==> src/otwp_pkg.sv <==
// Package for the one-wire temperature poller: constants, codes and shared types.
// Used by every module of the block; depends on nothing.
`default_nettype none

package otwp_pkg;

   localparam int SENSOR_COUNT     = 4;
   localparam int IDX_W            = (SENSOR_COUNT > 1) ? $clog2(SENSOR_COUNT) : 1;
   localparam int SCRATCHPAD_BYTES = 9;
   localparam int STORE_W          = 32;

   localparam int REQ_TDATA_W = 8;
   localparam int RSP_TDATA_W = 40;
   localparam int CSR_INDEX_W = 3;
   localparam int CSR_DATA_W  = 10;

   localparam logic [9:0] RESET_LOW_DEFAULT = 10'd480;
   localparam logic [9:0] PRESENCE_DEFAULT  = 10'd66;
   localparam logic [7:0] SLOT_DEFAULT      = 8'd60;
   localparam logic [7:0] SAMPLE_DEFAULT    = 8'd15;
   localparam logic [7:0] START_LOW_DEFAULT = 8'd1;

   localparam logic [7:0] CMD_SKIP_ROM = 8'hCC;
   localparam logic [7:0] CMD_CONVERT  = 8'h44;
   localparam logic [7:0] CMD_READ_PAD = 8'hBE;
   localparam logic [7:0] READ_PATTERN = 8'hFF;

   localparam logic [3:0] BYTE_TEMP_LSB   = 4'd0;
   localparam logic [3:0] BYTE_TEMP_MSB   = 4'd1;
   localparam logic [3:0] BYTE_COUNT_REM  = 4'd6;
   localparam logic [3:0] BYTE_COUNT_PER  = 4'd7;

   typedef enum logic [CSR_INDEX_W-1:0] {
      CSR_RESET_LOW    = 3'd0,
      CSR_PRESENCE     = 3'd1,
      CSR_SLOT         = 3'd2,
      CSR_SAMPLE       = 3'd3,
      CSR_START_LOW    = 3'd4
   } csr_index_type;

   typedef enum logic [2:0] {
      PH_IDLE       = 3'b001,
      PH_CONVERTING = 3'b010,
      PH_READING    = 3'b100
   } phase_type;

   typedef enum logic [6:0] {
      ST_START    = 7'b0000001,
      ST_RST_LOW  = 7'b0000010,
      ST_RST_PRES = 7'b0000100,
      ST_RST_REC  = 7'b0001000,
      ST_SKIP     = 7'b0010000,
      ST_CMD      = 7'b0100000,
      ST_DATA     = 7'b1000000
   } step_type;

   typedef struct packed {
      logic [9:0] reset_low_ticks;
      logic [9:0] presence_sample_ticks;
      logic [7:0] slot_ticks;
      logic [7:0] sample_ticks;
      logic [7:0] start_low_ticks;
   } cfg_type;

   typedef struct packed {
      logic               en;
      logic [IDX_W-1:0]   idx;
      logic [STORE_W-1:0] data;
   } store_wr_type;

endpackage

`default_nettype wire

==> src/otwp_csr.sv <==
// Timing register bank of the one-wire temperature poller.
// Depends on otwp_pkg for the register codes and the configuration struct.
`default_nettype none

module otwp_csr (
   input  wire logic                              clock,
   input  wire logic                              reset,
   input  wire logic                              csr_we,
   input  wire logic [otwp_pkg::CSR_INDEX_W-1:0]  csr_index,
   input  wire logic [otwp_pkg::CSR_DATA_W-1:0]   csr_wdata,
   output otwp_pkg::cfg_type                      cfg
);

   otwp_pkg::cfg_type cfg_ff;
   otwp_pkg::cfg_type cfg_in;

   always_comb begin
      cfg_in = cfg_ff;
      if (csr_we) begin
         unique case (csr_index)
            otwp_pkg::CSR_RESET_LOW: cfg_in.reset_low_ticks       = csr_wdata[9:0];
            otwp_pkg::CSR_PRESENCE:  cfg_in.presence_sample_ticks = csr_wdata[9:0];
            otwp_pkg::CSR_SLOT:      cfg_in.slot_ticks            = csr_wdata[7:0];
            otwp_pkg::CSR_SAMPLE:    cfg_in.sample_ticks          = csr_wdata[7:0];
            otwp_pkg::CSR_START_LOW: cfg_in.start_low_ticks       = csr_wdata[7:0];
            default: ;
         endcase
      end
   end

   always_ff @(posedge clock) begin
      if (reset) begin
         cfg_ff.reset_low_ticks       <= otwp_pkg::RESET_LOW_DEFAULT;
         cfg_ff.presence_sample_ticks <= otwp_pkg::PRESENCE_DEFAULT;
         cfg_ff.slot_ticks            <= otwp_pkg::SLOT_DEFAULT;
         cfg_ff.sample_ticks          <= otwp_pkg::SAMPLE_DEFAULT;
         cfg_ff.start_low_ticks       <= otwp_pkg::START_LOW_DEFAULT;
      end else begin
         cfg_ff <= cfg_in;
      end
   end

   assign cfg = cfg_ff;

endmodule

`default_nettype wire

==> src/otwp_store.sv <==
// Per-sensor store of the last good reading (scratchpad bytes 0, 1, 6 and 7).
// Depends on otwp_pkg; the value shown already includes a write in the same tick.
`default_nettype none

module otwp_store (
   input  wire logic                           clock,
   input  wire logic                           reset,
   input  wire otwp_pkg::store_wr_type         wr,
   input  wire logic [1:0]                     sensor_select,
   output logic [otwp_pkg::STORE_W-1:0]        shown
);

   logic [otwp_pkg::STORE_W-1:0] store_ff [otwp_pkg::SENSOR_COUNT];

   always_ff @(posedge clock) begin
      if (reset) begin
         for (int i = 0; i < otwp_pkg::SENSOR_COUNT; i++) begin
            store_ff[i] <= '0;
         end
      end else if (wr.en) begin
         store_ff[wr.idx] <= wr.data;
      end
   end

   always_comb begin
      shown = '0;
      if (32'(sensor_select) < otwp_pkg::SENSOR_COUNT) begin
         if (wr.en && (32'(wr.idx) == 32'(sensor_select))) begin
            shown = wr.data;
         end else begin
            shown = store_ff[sensor_select[otwp_pkg::IDX_W-1:0]];
         end
      end
   end

endmodule

`default_nettype wire

==> src/otwp_ctrl.sv <==
// Bus sequencer of the one-wire temperature poller: reset pulses, bit slots,
// command and read bytes, CRC check and sensor rotation, one tick per enable.
// Depends on otwp_pkg for codes, the configuration struct and the store write struct.
`default_nettype none

module otwp_ctrl (
   input  wire logic                               clock,
   input  wire logic                               reset,
   input  wire logic                               en,
   input  wire logic [otwp_pkg::SENSOR_COUNT-1:0]  line_levels,
   input  wire otwp_pkg::cfg_type                  cfg,
   output logic [otwp_pkg::SENSOR_COUNT-1:0]       drive_low,
   output otwp_pkg::store_wr_type                  store_wr
);

   localparam int IW = otwp_pkg::IDX_W;

   logic [IW-1:0]       index_ff, index_in;
   otwp_pkg::phase_type phase_ff [otwp_pkg::SENSOR_COUNT];
   otwp_pkg::phase_type phase_in [otwp_pkg::SENSOR_COUNT];
   otwp_pkg::step_type  step_ff, step_in;
   logic [9:0]          tick_ff, tick_in;
   logic [2:0]          bit_ff, bit_in;
   logic [3:0]          byte_ff, byte_in;
   logic [7:0]          shift_ff, shift_in;
   logic [7:0]          crc_ff, crc_in;
   logic                pf_ff, pf_in;
   logic                sent_ff, sent_in;
   logic [7:0]          scratch_ff [4];
   logic [7:0]          scratch_in [4];

   logic [IW-1:0]       idx;
   otwp_pkg::phase_type phase;
   logic                line;
   logic                drive;
   logic                byte_done;
   logic                finish;
   logic [9:0]          n;
   logic [9:0]          lo, pr, target;
   logic [7:0]          smp, slot, stl;

   function automatic logic [9:0] max1_10(input logic [9:0] v);
      return (v == '0) ? 10'd1 : v;
   endfunction

   function automatic logic [7:0] max1_8(input logic [7:0] v);
      return (v == '0) ? 8'd1 : v;
   endfunction

   // Dallas/Maxim CRC-8, reflected polynomial 0x8C, one byte at a time.
   function automatic logic [7:0] crc_feed(input logic [7:0] c, input logic [7:0] b);
      logic [7:0] r;
      r = c ^ b;
      for (int k = 0; k < 8; k++) begin
         r = r[0] ? ((r >> 1) ^ 8'h8C) : (r >> 1);
      end
      return r;
   endfunction

   always_comb begin
      index_in   = index_ff;
      phase_in   = phase_ff;
      step_in    = step_ff;
      tick_in    = tick_ff;
      bit_in     = bit_ff;
      byte_in    = byte_ff;
      shift_in   = shift_ff;
      crc_in     = crc_ff;
      pf_in      = pf_ff;
      sent_in    = sent_ff;
      scratch_in = scratch_ff;
      store_wr   = '0;
      drive      = 1'b0;
      byte_done  = 1'b0;
      finish     = 1'b0;
      n          = '0;
      target     = 10'd1;

      idx   = (32'(index_ff) >= otwp_pkg::SENSOR_COUNT) ? '0 : index_ff;
      phase = phase_ff[idx];
      line  = line_levels[idx];
      lo    = max1_10(cfg.reset_low_ticks);
      pr    = max1_10(cfg.presence_sample_ticks);
      smp   = max1_8(cfg.sample_ticks);
      slot  = max1_8(cfg.slot_ticks);
      stl   = max1_8(cfg.start_low_ticks);

      if (step_ff == otwp_pkg::ST_START || !$onehot(step_ff)) begin
         step_in = otwp_pkg::ST_START;
         tick_in = '0;
         if (phase == otwp_pkg::PH_IDLE || phase == otwp_pkg::PH_READING) begin
            step_in = otwp_pkg::ST_RST_LOW;
         end else if (phase == otwp_pkg::PH_CONVERTING) begin
            step_in  = otwp_pkg::ST_DATA;
            shift_in = otwp_pkg::READ_PATTERN;
            bit_in   = '0;
         end else begin
            finish = 1'b1;
         end
      end

      // One tick of a bit slot, shared by the command and data bytes.
      if (step_in == otwp_pkg::ST_SKIP || step_in == otwp_pkg::ST_CMD ||
          step_in == otwp_pkg::ST_DATA) begin
         n = tick_in + 10'd1;
         if (n == 10'd1) begin
            sent_in = shift_in[0];
         end
         drive = (n <= {2'b00, stl}) || !sent_in;
         if (n == {2'b00, smp}) begin
            shift_in[0] = sent_in & line;
         end
         if (n >= {2'b00, slot} && n >= {2'b00, smp}) begin
            shift_in  = {shift_in[0], shift_in[7:1]};
            bit_in    = bit_in + 3'd1;
            tick_in   = '0;
            byte_done = (bit_in == 3'd0);
         end else begin
            tick_in = n;
         end
      end

      unique case (step_in)
         otwp_pkg::ST_START: ;
         otwp_pkg::ST_RST_LOW: begin
            drive   = 1'b1;
            tick_in = tick_in + 10'd1;
            if (tick_in >= lo) begin
               step_in = otwp_pkg::ST_RST_PRES;
               tick_in = '0;
            end
         end
         otwp_pkg::ST_RST_PRES: begin
            tick_in = tick_in + 10'd1;
            if (tick_in >= pr) begin
               pf_in   = line;
               step_in = otwp_pkg::ST_RST_REC;
               tick_in = '0;
            end
         end
         otwp_pkg::ST_RST_REC: begin
            target  = (lo > pr) ? (lo - pr) : 10'd1;
            tick_in = tick_in + 10'd1;
            if (tick_in >= target) begin
               if (!line) begin
                  pf_in = 1'b1;
               end
               if (pf_in) begin
                  phase_in[idx] = (phase == otwp_pkg::PH_READING) ?
                                  otwp_pkg::PH_IDLE : otwp_pkg::PH_CONVERTING;
                  finish = 1'b1;
               end else begin
                  step_in  = otwp_pkg::ST_SKIP;
                  shift_in = otwp_pkg::CMD_SKIP_ROM;
                  bit_in   = '0;
                  tick_in  = '0;
               end
            end
         end
         otwp_pkg::ST_SKIP: begin
            if (byte_done) begin
               step_in  = otwp_pkg::ST_CMD;
               shift_in = (phase == otwp_pkg::PH_READING) ?
                          otwp_pkg::CMD_READ_PAD : otwp_pkg::CMD_CONVERT;
               bit_in   = '0;
               tick_in  = '0;
            end
         end
         otwp_pkg::ST_CMD: begin
            if (byte_done) begin
               if (phase == otwp_pkg::PH_READING) begin
                  step_in  = otwp_pkg::ST_DATA;
                  byte_in  = '0;
                  crc_in   = '0;
                  shift_in = otwp_pkg::READ_PATTERN;
                  bit_in   = '0;
                  tick_in  = '0;
               end else begin
                  phase_in[idx] = otwp_pkg::PH_CONVERTING;
                  finish        = 1'b1;
               end
            end
         end
         otwp_pkg::ST_DATA: begin
            if (byte_done) begin
               if (phase != otwp_pkg::PH_READING) begin
                  if (shift_in == otwp_pkg::READ_PATTERN) begin
                     phase_in[idx] = otwp_pkg::PH_READING;
                  end
                  finish = 1'b1;
               end else begin
                  unique case (byte_in)
                     otwp_pkg::BYTE_TEMP_LSB:  scratch_in[0] = shift_in;
                     otwp_pkg::BYTE_TEMP_MSB:  scratch_in[1] = shift_in;
                     otwp_pkg::BYTE_COUNT_REM: scratch_in[2] = shift_in;
                     otwp_pkg::BYTE_COUNT_PER: scratch_in[3] = shift_in;
                     default: ;
                  endcase
                  crc_in  = crc_feed(crc_in, shift_in);
                  byte_in = byte_in + 4'd1;
                  if (32'(byte_in) >= otwp_pkg::SCRATCHPAD_BYTES) begin
                     if (crc_in == '0) begin
                        store_wr.en   = en;
                        store_wr.idx  = idx;
                        store_wr.data = {scratch_in[3], scratch_in[2],
                                         scratch_in[1], scratch_in[0]};
                        phase_in[idx] = otwp_pkg::PH_IDLE;
                     end
                     finish = 1'b1;
                  end else begin
                     shift_in = otwp_pkg::READ_PATTERN;
                     bit_in   = '0;
                     tick_in  = '0;
                  end
               end
            end
         end
         default: ;
      endcase

      if (finish) begin
         step_in  = otwp_pkg::ST_START;
         tick_in  = '0;
         index_in = (32'(idx) == otwp_pkg::SENSOR_COUNT - 1) ? '0 : idx + IW'(1);
      end
   end

   assign drive_low = drive ? (otwp_pkg::SENSOR_COUNT'(1) << idx) : '0;

   always_ff @(posedge clock) begin
      if (reset) begin
         index_ff <= '0;
         for (int i = 0; i < otwp_pkg::SENSOR_COUNT; i++) begin
            phase_ff[i] <= otwp_pkg::PH_IDLE;
         end
         step_ff  <= otwp_pkg::ST_START;
         tick_ff  <= '0;
         bit_ff   <= '0;
         byte_ff  <= '0;
         shift_ff <= '0;
         crc_ff   <= '0;
         pf_ff    <= 1'b0;
         sent_ff  <= 1'b0;
      end else if (en) begin
         index_ff <= index_in;
         phase_ff <= phase_in;
         step_ff  <= step_in;
         tick_ff  <= tick_in;
         bit_ff   <= bit_in;
         byte_ff  <= byte_in;
         shift_ff <= shift_in;
         crc_ff   <= crc_in;
         pf_ff    <= pf_in;
         sent_ff  <= sent_in;
      end
   end

   always_ff @(posedge clock) begin
      if (en) begin
         scratch_ff <= scratch_in;
      end
   end

   // A byte is only part-way through its bits while a slot step is running.
   a_bit_in_slot: assert property (@(posedge clock) disable iff (reset)
      (bit_ff != '0) |-> (step_ff == otwp_pkg::ST_SKIP || step_ff == otwp_pkg::ST_CMD ||
                          step_ff == otwp_pkg::ST_DATA))
      else $error("bit count set outside a byte transfer");

   a_byte_range: assert property (@(posedge clock) disable iff (reset)
      32'(byte_ff) <= otwp_pkg::SCRATCHPAD_BYTES)
      else $error("scratchpad byte count beyond nine");

   a_store_ends_visit: assert property (@(posedge clock) disable iff (reset)
      store_wr.en |=> (step_ff == otwp_pkg::ST_START))
      else $error("reading stored without ending the visit");

endmodule

`default_nettype wire

==> src/one_wire_temperature_poller.sv <==
// Top level of the one-wire temperature poller: stream ports, input and result registers.
// Depends on otwp_pkg, otwp_csr, otwp_ctrl and otwp_store.
//
// Each request word is one timing tick: it carries the sampled levels of the four sensor
// lines and the sensor whose stored reading is to be shown, and it produces exactly one
// response word with the open-drain enables for that tick and the stored bytes. A word can
// be taken on every clock cycle unless a response word waits with rsp_tready low; each word
// passes through the input register and then the response register, with back-pressure
// from rsp_tready stalling both registers together. The store of readings is cleared by
// reset and needs no clearing pass. The timing registers are written through the csr port;
// the user must write them only while no word is in flight, as the block has no check for it.
`default_nettype none

module one_wire_temperature_poller (
   input  wire logic                              clock,
   input  wire logic                              reset,
   input  wire logic                              req_tvalid,
   output logic                                   req_tready,
   // line_levels [3:0], sensor_select [5:4], zero [7:6]
   input  wire logic [otwp_pkg::REQ_TDATA_W-1:0]  req_tdata,
   output logic                                   rsp_tvalid,
   input  wire logic                              rsp_tready,
   // drive_low [3:0], temp_lsb [11:4], temp_msb [19:12], remain_count [27:20],
   // count_per_degree [35:28], zero [39:36]
   output logic [otwp_pkg::RSP_TDATA_W-1:0]       rsp_tdata,
   input  wire logic                              csr_we,
   input  wire logic [otwp_pkg::CSR_INDEX_W-1:0]  csr_index,
   input  wire logic [otwp_pkg::CSR_DATA_W-1:0]   csr_wdata
);

   logic                                  advance;
   logic                                  fire;
   logic                                  s1_valid_ff;
   logic [otwp_pkg::SENSOR_COUNT-1:0]     s1_levels_ff;
   logic [1:0]                            s1_select_ff;
   logic                                  rsp_valid_ff;
   logic [otwp_pkg::RSP_TDATA_W-1:0]      rsp_data_ff;
   logic [otwp_pkg::RSP_TDATA_W-1:0]      rsp_data_in;

   otwp_pkg::cfg_type                     cfg;
   otwp_pkg::store_wr_type                store_wr;
   logic [otwp_pkg::SENSOR_COUNT-1:0]     drive_low;
   logic [otwp_pkg::STORE_W-1:0]          shown;

   assign advance    = !rsp_valid_ff || rsp_tready;
   assign fire       = advance && s1_valid_ff;
   assign req_tready = advance;

   otwp_csr u_csr (
      .clock     (clock),
      .reset     (reset),
      .csr_we    (csr_we),
      .csr_index (csr_index),
      .csr_wdata (csr_wdata),
      .cfg       (cfg)
   );

   otwp_ctrl u_ctrl (
      .clock       (clock),
      .reset       (reset),
      .en          (fire),
      .line_levels (s1_levels_ff),
      .cfg         (cfg),
      .drive_low   (drive_low),
      .store_wr    (store_wr)
   );

   otwp_store u_store (
      .clock         (clock),
      .reset         (reset),
      .wr            (store_wr),
      .sensor_select (s1_select_ff),
      .shown         (shown)
   );

   assign rsp_data_in = {4'b0000, shown, 4'(drive_low)};

   always_ff @(posedge clock) begin
      if (reset) begin
         s1_valid_ff  <= 1'b0;
         rsp_valid_ff <= 1'b0;
      end else if (advance) begin
         s1_valid_ff  <= req_tvalid;
         rsp_valid_ff <= s1_valid_ff;
      end
   end

   always_ff @(posedge clock) begin
      if (advance && req_tvalid) begin
         s1_levels_ff <= req_tdata[3:0];
         s1_select_ff <= req_tdata[5:4];
      end
      if (fire) begin
         rsp_data_ff <= rsp_data_in;
      end
   end

   assign rsp_tvalid = rsp_valid_ff;
   assign rsp_tdata  = rsp_data_ff;

   a_fire_gives_word: assert property (@(posedge clock) disable iff (reset)
      fire |=> rsp_tvalid)
      else $error("processed tick produced no response word");

   a_one_line_driven: assert property (@(posedge clock) disable iff (reset)
      rsp_tvalid |-> $onehot0(rsp_tdata[3:0]))
      else $error("more than one sensor line driven low");

   a_stall_holds_input: assert property (@(posedge clock) disable iff (reset)
      (s1_valid_ff && !advance) |=> s1_valid_ff)
      else $error("input register lost a word while stalled");

endmodule

`default_nettype wire
==> config.mk <==
export PLATFORM = sky130hd
export DESIGN_NAME = one_wire_temperature_poller
export DESIGN_NICKNAME = d
export VERILOG_FILES = /design/src/otwp_pkg.sv /design/src/otwp_csr.sv /design/src/otwp_store.sv /design/src/otwp_ctrl.sv /design/src/one_wire_temperature_poller.sv
export SDC_FILE = /design/constraint.sdc
export NUM_CORES = 1
export LEC_CHECK = 0
export ABC_AREA = 1
export BUFFER_PORTS_ARGS = -buffer_cell sky130_fd_sc_hd__buf_2
export CORE_MARGIN = 2
export CORE_UTILIZATION = 52
export DETAILED_ROUTE_END_ITERATION = 7
export PLACE_DENSITY = 0.83
export SLEW_MARGIN = 20
export SYNTH_ARGS = -nofsm -noshare
export SYNTH_HDL_FRONTEND = slang
export SYNTH_SLANG_ARGS = --single-unit
==> constraint.sdc <==
create_clock -name clock -period 10.4 [get_ports clock]
set_input_delay 1.04 -clock clock [delete_from_list [all_inputs] [get_ports clock]]
set_output_delay 1.04 -clock clock [all_outputs]
set_load 0.01 [all_outputs]
==> results of run 1 <==
## power groups by stage
stage	sequential (mW)	clock [mW]	combinational (mW)
floorplan	1.41	0	0.656
global placement	1.43	0	0.951
detailed placement	1.43	0	0.981
CTS	1.41	1.14	0.986
global route	1.41	1.18	1.12
finish	1.41	1.13	1.00
## flip-flops by register name, summed over array words and instances, names as in the netlist, 3 cells and up, named ones only
register	flops
u_ctrl.shift_ff	8
u_ctrl.crc_ff	8
s1_levels_ff	4
u_ctrl.byte_ff	4
u_csr.cfg	44
u_ctrl.bit_ff	3
u_store.store_ff	128
u_ctrl.tick_ff	10
u_ctrl.step_ff	7
u_ctrl.phase_ff	12
rsp_tdata	36
u_ctrl.scratch_ff	32
## worst reg2reg max path: cells and delay by family, from the launching register on
kind,cells,cell delay (ns)
AND/OR/NAND/NOR,22,3.30
adder cells (fa/ha/maj),8,2.44
AO/OA/AOI/OAI,10,1.79
buffers and inverters,9,1.25
flip-flops,1,0.38
## cell families after synthesis
group / after synthesis
AO/OA/AOI/OAI: 409
XOR/XNOR: 10
adder cells (fa/ha/maj): 84
buffers and inverters: 386
flip-flops: 306
other: 1
AND/OR/NAND/NOR: 996
## cells in the final DEF, fill, tap and decap left out, types with 34 or more instances in the layout
master / n
a21oi_1: 119
buf_2: 61
clkbuf_16: 35
dfxtp_1: 103
edfxtp_1: 202
ha_1: 80
inv_1: 266
nand2_1: 402
nand3_1: 150
nand4_1: 34
nor2_1: 293
nor3_1: 40
o21ai_0: 179
o22ai_1: 35
## path summary, 6_finish.rpt
kind                       from                  to  slack, ns  cells past startpoint
max           u_ctrl.step_ff[2]   u_ctrl.tick_ff[4]       1.14                     49
min          u_ctrl.phase_ff[9]  u_ctrl.phase_ff[9]       0.46                      2
max reg2reg   u_ctrl.step_ff[2]   u_ctrl.tick_ff[4]       1.14                     49
min reg2reg  u_ctrl.phase_ff[9]  u_ctrl.phase_ff[9]       0.46                      2
## stage by stage
stage               area [um2]   util  worst slack (ns)  total power [mW]  instances
finish                   19200  0.574              1.14              3.54       2683
global route             19200  0.574             0.308              3.71       2683
CTS                      19200  0.573              1.27              3.53       2683
detailed placement       18100  0.543              1.35              2.41       2627
global placement         18100  0.543              1.65              2.38       2627
floorplan                17600      -            0.0280              2.07       2195
## cell type report
class | count | share of cell area
clock inverter | 9 | 0.00404
tap | 448 | 0.0292
multi-input combinational | 1503 | 0.412
clock buffer | 47 | 0.0496
inverter | 290 | 0.0567
sequential | 306 | 0.425
timing repair buffer | 80 | 0.0240
## routing by layer
| metal | GRT usage | wire, um | up-vias |
|---|---|---|---|
| li1 | - | - | 7431 |
| met1 | 0.320 | 18100 | 7283 |
| met2 | 0.455 | 22600 | 735 |
| met3 | 0.0378 | 3870 | 121 |
| met4 | 0.116 | 1470 | 0 |
| met5 | 0 | 0 | - |
==> metrics.md, run 1 <==
| Metric | Value |
|---|---|
| Status | `complete, no violations` |
| Avg Inst Size Synth | `8.02 um2` |
| RSZ-0062 raised after global routing | `false` |
| Mapped Cells | `2192` |
| Cell with the largest stage delay on the worst path | `fa_1` |
| DR DRC count | `0` |
| Area grow syn2layout | `9.16%` |
| Share of cells above drive strength 1 | `0.0975` |
| Hold-fix buffers at CTS | `0` |
| Core area | `33400 um2` |
| Post-synth EDFFs | `202` |
| Largest net degree at the start of global routing | `66` |
| Final ANT Viol Nets | `0` |
| Final setup viols | `0` |
| XOR/XNOR share of the synthesized area | `0.00498` |
| GP Congestion | `0.926` |
| Die X-Extent | `188 um` |
| Die area | `35300 um2` |
| Compound-Gate Fraction of Synth Area | `0.132` |
| Clock H-tree levels | `2` |
| Largest family of logic cells by synthesized area | `simple AND/OR/NAND/NOR gates` |
| Combinational Power Share | `0.283` |
| Critical path buffers and inverters | `9` |
| Initial antenna violation count | `0` |
| Largest delay share family, worst path | `simple AND/OR/NAND/NOR gates` |
| Yosys reg bits | `306` |
| Worst Tran Pin Value | `0.925 ns` |
| Fill count | `2796` |
| Clock Tree Root | `clkbuf_16` |
| Crit path capture type | `flip-flop` |
| Final hold violations | `0` |
| Final Max Tran Viols | `0` |
| Minimum clock period after layout | `9.26 ns` |
| Sequential area share after synthesis | `0.464` |
| Most used DFF post-synth | `edfxtp_1` |
| Post-Synthesis Cell Area | `17600 um2` |
| Post-Synth Adder-Cell Area | `0.0615` |
| Cell taking the most area after synthesis | `edfxtp_1` |
| Async SR Flop Fraction | `0` |
| Synth Area in Simple Gates | `0.248` |
| CP Class | `flip-flop to flip-flop` |
| Maximum number of buffers from clock root to sink | `3` |
| Pleak | `8.02 nW` |
| Vias/cell | `5.80` |
| Req. time, crit path | `10.85 ns` |
| Synth top area share | `0.345` |
| CP max FO | `18` |
| Clock network power share | `0.319` |
| Crit start category | `flip-flop` |
| Ant. Diodes | `0` |
| DIE HEIGHT | `188 um` |
| DR vias | `15.6k` |
| Post-DP HPWL | `29.9 mm` |
| Delay of the slowest cell on the worst path | `0.50 ns` |
| Yosys cell types | `57` |
| Skew-Pair Late Insertion Delay | `0.54 ns` |
| Yosys warning count | `0` |
| Clock buffer count from CTS | `34` |
| Initial Util | `0.525` |
| Pwr Density | `184 nW/um2` |
| # nets final | `2325` |
| First-pass GRT wire length | `74.6 mm` |
| TritonCTS Sinks | `306` |
| Skew final | `0.0313 ns` |
| Total gr overflow | `0` |
| Iteration-0 DRC Markers | `1668` |
| Max Cap Viol | `0` |
| Switching Fraction | `0.345` |
| Post-CTS resize count | `0` |
| Clock Pin Slew Worst Setup and Hold Paths | `0.05 ns` |
| Multi-input logic area | `7900 um2` |
| Slew HR | `0.381` |
| Mux contribution to synthesized area | `0` |
| Hold_ws | `0.461 ns` |
| Min-Delay Path Class | `flip-flop to flip-flop` |
| PortBufs | `61` |
| CP most frequent cell | `inv_1` |
| Sequential group share of total power | `0.398` |
| Row count | `67` |
| Period utilisation layout | `0.890` |
| Drt first pass iters | `6` |
| Critical path arrival | `9.70 ns` |
| Psw | `1.22 mW` |
| Synth top cells by count | `nand2_1, nor2_1, inv_1, edfxtp_1, o21ai_0` |
| Number of global-route vias before repair | `15.3k` |
| Fin Setup TNS | `0 ns` |
| Setup Buffers After CTS | `0` |
| IR drop worst, VDD | `104 uV` |
| Int Power | `2.32 mW` |
| Register area | `8150 um2` |
| WL/cell | `17.2 um` |
| Routed wire length | `46.1 mm` |
| Top-count cell post-synth | `nand2_1` |
| IO Pins | `68` |
| Overall Global Routing Usage | `0.260` |
| Fmax | `0.108 GHz` |
| CTS tree | `built` |
| Synth area leaders | `edfxtp_1, dfxtp_1, nand2_1` |
No activity file was read; power rests on OpenSTA's default activity.
==> inputs of run 2 (changes only) <==
--- a/config.mk
+++ b/config.mk
@@ -9,8 +9,9 @@
 export BUFFER_PORTS_ARGS = -buffer_cell sky130_fd_sc_hd__buf_2
 export CORE_MARGIN = 2
 export CORE_UTILIZATION = 52
+export CTS_BUF_LIST = sky130_fd_sc_hd__clkbuf_4 sky130_fd_sc_hd__clkbuf_8
 export DETAILED_ROUTE_END_ITERATION = 7
-export PLACE_DENSITY = 0.83
+export PLACE_DENSITY = 0.72
 export SLEW_MARGIN = 20
 export SYNTH_ARGS = -nofsm -noshare
 export SYNTH_HDL_FRONTEND = slang
==> run 2 against run 1 <==
Against the previous run: non-clock buffer count rose by 1; clock skew rose by 0.0023 ns; combinational power about the same; design area up 0.26%; count of clock-buffer cells in the layout is 32 higher; critical path type unchanged.
==> metrics.md, run 2 (synthesis results as in run 1) <==
| Metric | Value |
|---|---|
| Number of global-route vias before repair | `14.6k (-4.8%)` |
| Fill count | `3019 (+8.0%)` |
| Clock network power share | `0.319 (about the same)` |
| WL/cell | `16.5 um (-4.0%)` |
| Total gr overflow | `0 (unchanged)` |
| PortBufs | `61 (unchanged)` |
| Final Max Tran Viols | `0 (unchanged)` |
| Clock Pin Slew Worst Setup and Hold Paths | `0.06 ns (about the same)` |
| IO Pins | `68 (unchanged)` |
| R2R depth | `49 (unchanged)` |
| Switching Fraction | `0.344 (-0.00108)` |
| Initial antenna violation count | `0 (unchanged)` |
| Clock Tree Root | `clkbuf_8` |
| Drt first pass iters | `6 (unchanged)` |
| Setup WS pre-CTS | `1.51 ns (+0.162 ns)` |
| Largest net degree at the start of global routing | `66 (unchanged)` |
| Setup Buffers After CTS | `0 (unchanged)` |
| Vias/cell | `5.60 (-3.6%)` |
| Critical path arrival | `9.58 ns (-0.12 ns)` |
| Crit path launch | `u_ctrl.step_ff[2]` |
| CTS tree | `built` |
| Skew-Pair Late Insertion Delay | `0.60 ns (+0.06 ns)` |
| Hold-fix buffers at CTS | `0 (unchanged)` |
| Maximum number of buffers from clock root to sink | `3 (unchanged)` |
| Final ANT Viol Nets | `0 (unchanged)` |
| RSZ-0062 raised after global routing | `false` |
| Combinational Power Share | `0.282 (about the same)` |
| Initial Util | `0.525 (unchanged)` |
| Max Cap Viol | `0 (unchanged)` |
| Fin worst setup slack | `1.33 ns (+0.187 ns)` |
| Post-CTS resize count | `0 (unchanged)` |
| Layout Cells excl Fill | `2720 (+1.4%)` |
| Area grow syn2layout | `9.45%` |
| DR vias | `15.2k (-2.3%)` |
| DR DRC count | `0 (unchanged)` |
| GP Congestion | `0.914 (-1.3%)` |
| Total Power | `3.52 mW (-0.41%)` |
| Req. time, crit path | `10.91 ns (+0.06 ns)` |
| Reg-to-reg startpoint | `u_ctrl.step_ff[2]` |
| Delay of the slowest cell on the worst path | `0.50 ns (about the same)` |
| Routed wire length | `44.9 mm (-2.6%)` |
| Core area | `33400 um2 (unchanged)` |
| Fmax | `0.110 GHz (+2.1%)` |
| Inst Count DP | `2628 (+0.038%)` |
| Ant. Diodes | `0 (unchanged)` |
| Die X-Extent | `188 um (unchanged)` |
| # nets final | `2343 (+0.77%)` |
| Clock H-tree levels | `2 (unchanged)` |
| Die area | `35300 um2 (unchanged)` |
| Overall Global Routing Usage | `0.255 (-0.00472)` |
| Commonest non-fill, non-tap cells in the layout | `nand2_1, nor2_1, inv_1, edfxtp_1, o21ai_0` |
| Max reg flops | `128 (unchanged)` |
| Period utilisation layout | `0.872 (-0.0180)` |
| Hold path endpoint | `u_ctrl.phase_ff[3]` |
| Commonest non-fill, non-tap cell in the layout | `nand2_1` |
| TritonCTS Sinks | `306 (unchanged)` |
| Hold Crit Start | `u_ctrl.phase_ff[3]` |
| Post-DP HPWL | `29.4 mm (-1.7%)` |
| Most flops, register | `u_store.store_ff` |
| Status | `complete, no violations` |
| R2r endpoint | `u_ctrl.tick_ff[4]` |
| Final setup viols | `0 (unchanged)` |
| Minimum clock period after layout | `9.07 ns (-0.187 ns)` |
| Pwr Density | `183 nW/um2 (-0.67%)` |
| Pleak | `8.09 nW (+0.89%)` |
| CP max FO | `18 (unchanged)` |
| Share of cells above drive strength 1 | `0.113 (+0.0156)` |
| Clock buffer count from CTS | `51 (+50%)` |
| Crit path capture type | `flip-flop` |
| Row count | `67 (unchanged)` |
| Iteration-0 DRC Markers | `1473 (-12%)` |
| Int Power | `2.31 mW (-0.24%)` |
| Cell with the largest stage delay on the worst path | `fa_1` |
| CP Class | `flip-flop to flip-flop` |
| Final hold violations | `0 (unchanged)` |
| Slew HR | `0.352 (-0.0288)` |
| First-pass GRT wire length | `73.3 mm (-1.7%)` |
| Hold path depth | `2 (unchanged)` |
| DIE HEIGHT | `188 um (unchanged)` |
| IR drop worst, VDD | `90.1 uV (-13%)` |
| Fin Setup TNS | `0 ns (unchanged)` |
| Sequential group share of total power | `0.399 (about the same)` |
| Crit start category | `flip-flop` |
| Worst Tran Pin Value | `0.968 ns (+0.0431 ns)` |
| Skew final | `0.0336 ns (+0.00232 ns)` |
| Psw | `1.21 mW (-0.72%)` |
| Min-Delay Path Class | `flip-flop to flip-flop` |
| CP most frequent cell | `inv_1` |
| Reg2reg setup slack | `1.33 ns (+0.19 ns)` |
run 2: power groups by stage:
stage | Sequential, mW | Combinational (mW) | Clock (mW)
global route | 1.42 | 1.12 | 1.19
finish | 1.41 | 0.992 | 1.12
detailed placement | 1.43 | 0.976 | 0
CTS | 1.41 | 0.981 | 1.14
global placement | 1.43 | 0.957 | 0
floorplan | 1.41 | 0.656 | 0
run 2: how the worst max path moves through the flow:
stage                     slack (ns)  depth (start not counted)                endpoint
after global routing            0.46                         49       u_ctrl.tick_ff[4]
final                           1.33                         49       u_ctrl.tick_ff[4]
after global placement          1.62                         49       u_ctrl.tick_ff[7]
after detailed placement        1.51                         49       u_ctrl.tick_ff[4]
after floorplan                 0.03                         36  u_store.store_ff[3][0]
after CTS                       1.44                         49       u_ctrl.tick_ff[4]
run 2: critical path: cells and delay by family, from the launching register on:
family	cells	cell delay, ns
adders and majority gates	8	2.44
AOI/OAI and AO/OA	10	1.75
and+or+nand+nor	22	3.18
DFF	1	0.38
buffers and inverters	9	1.22
run 2: metal layers:
layer  global-route usage  part of all wire  up-vias
met2                0.434              0.48      599
met4               0.0854             0.024        0
li1                     -                 -     7454
met5                    0                 0        -
met1                0.337              0.43     7073
met3               0.0361             0.069       93
run 2: layout make-up:
type | instances | area [um2] | share of cell area
clock inverter | 13 | 114 | 0.00592
timing repair buffer | 81 | 455 | 0.0237
multi-input combinational | 1503 | 7910 | 0.411
clock buffer | 79 | 962 | 0.0500
sequential | 306 | 8150 | 0.424
tap | 448 | 561 | 0.0291
inverter | 290 | 1090 | 0.0566
run 2: metrics by stage:
| stage | utilization | hold slack [ns] | cell area (um2) |
|---|---|---|---|
| 3_3_place_gp | 0.543 | 0.443 | 18200 |
| 6_report | 0.575 | 0.456 | 19200 |
| 5_1_grt | 0.575 | 0.487 | 19200 |
| 4_1_cts | 0.575 | 0.462 | 19200 |
| 2_1_floorplan | - | 0.429 | 17600 |
| 3_5_place_dp | 0.543 | 0.447 | 18200 |
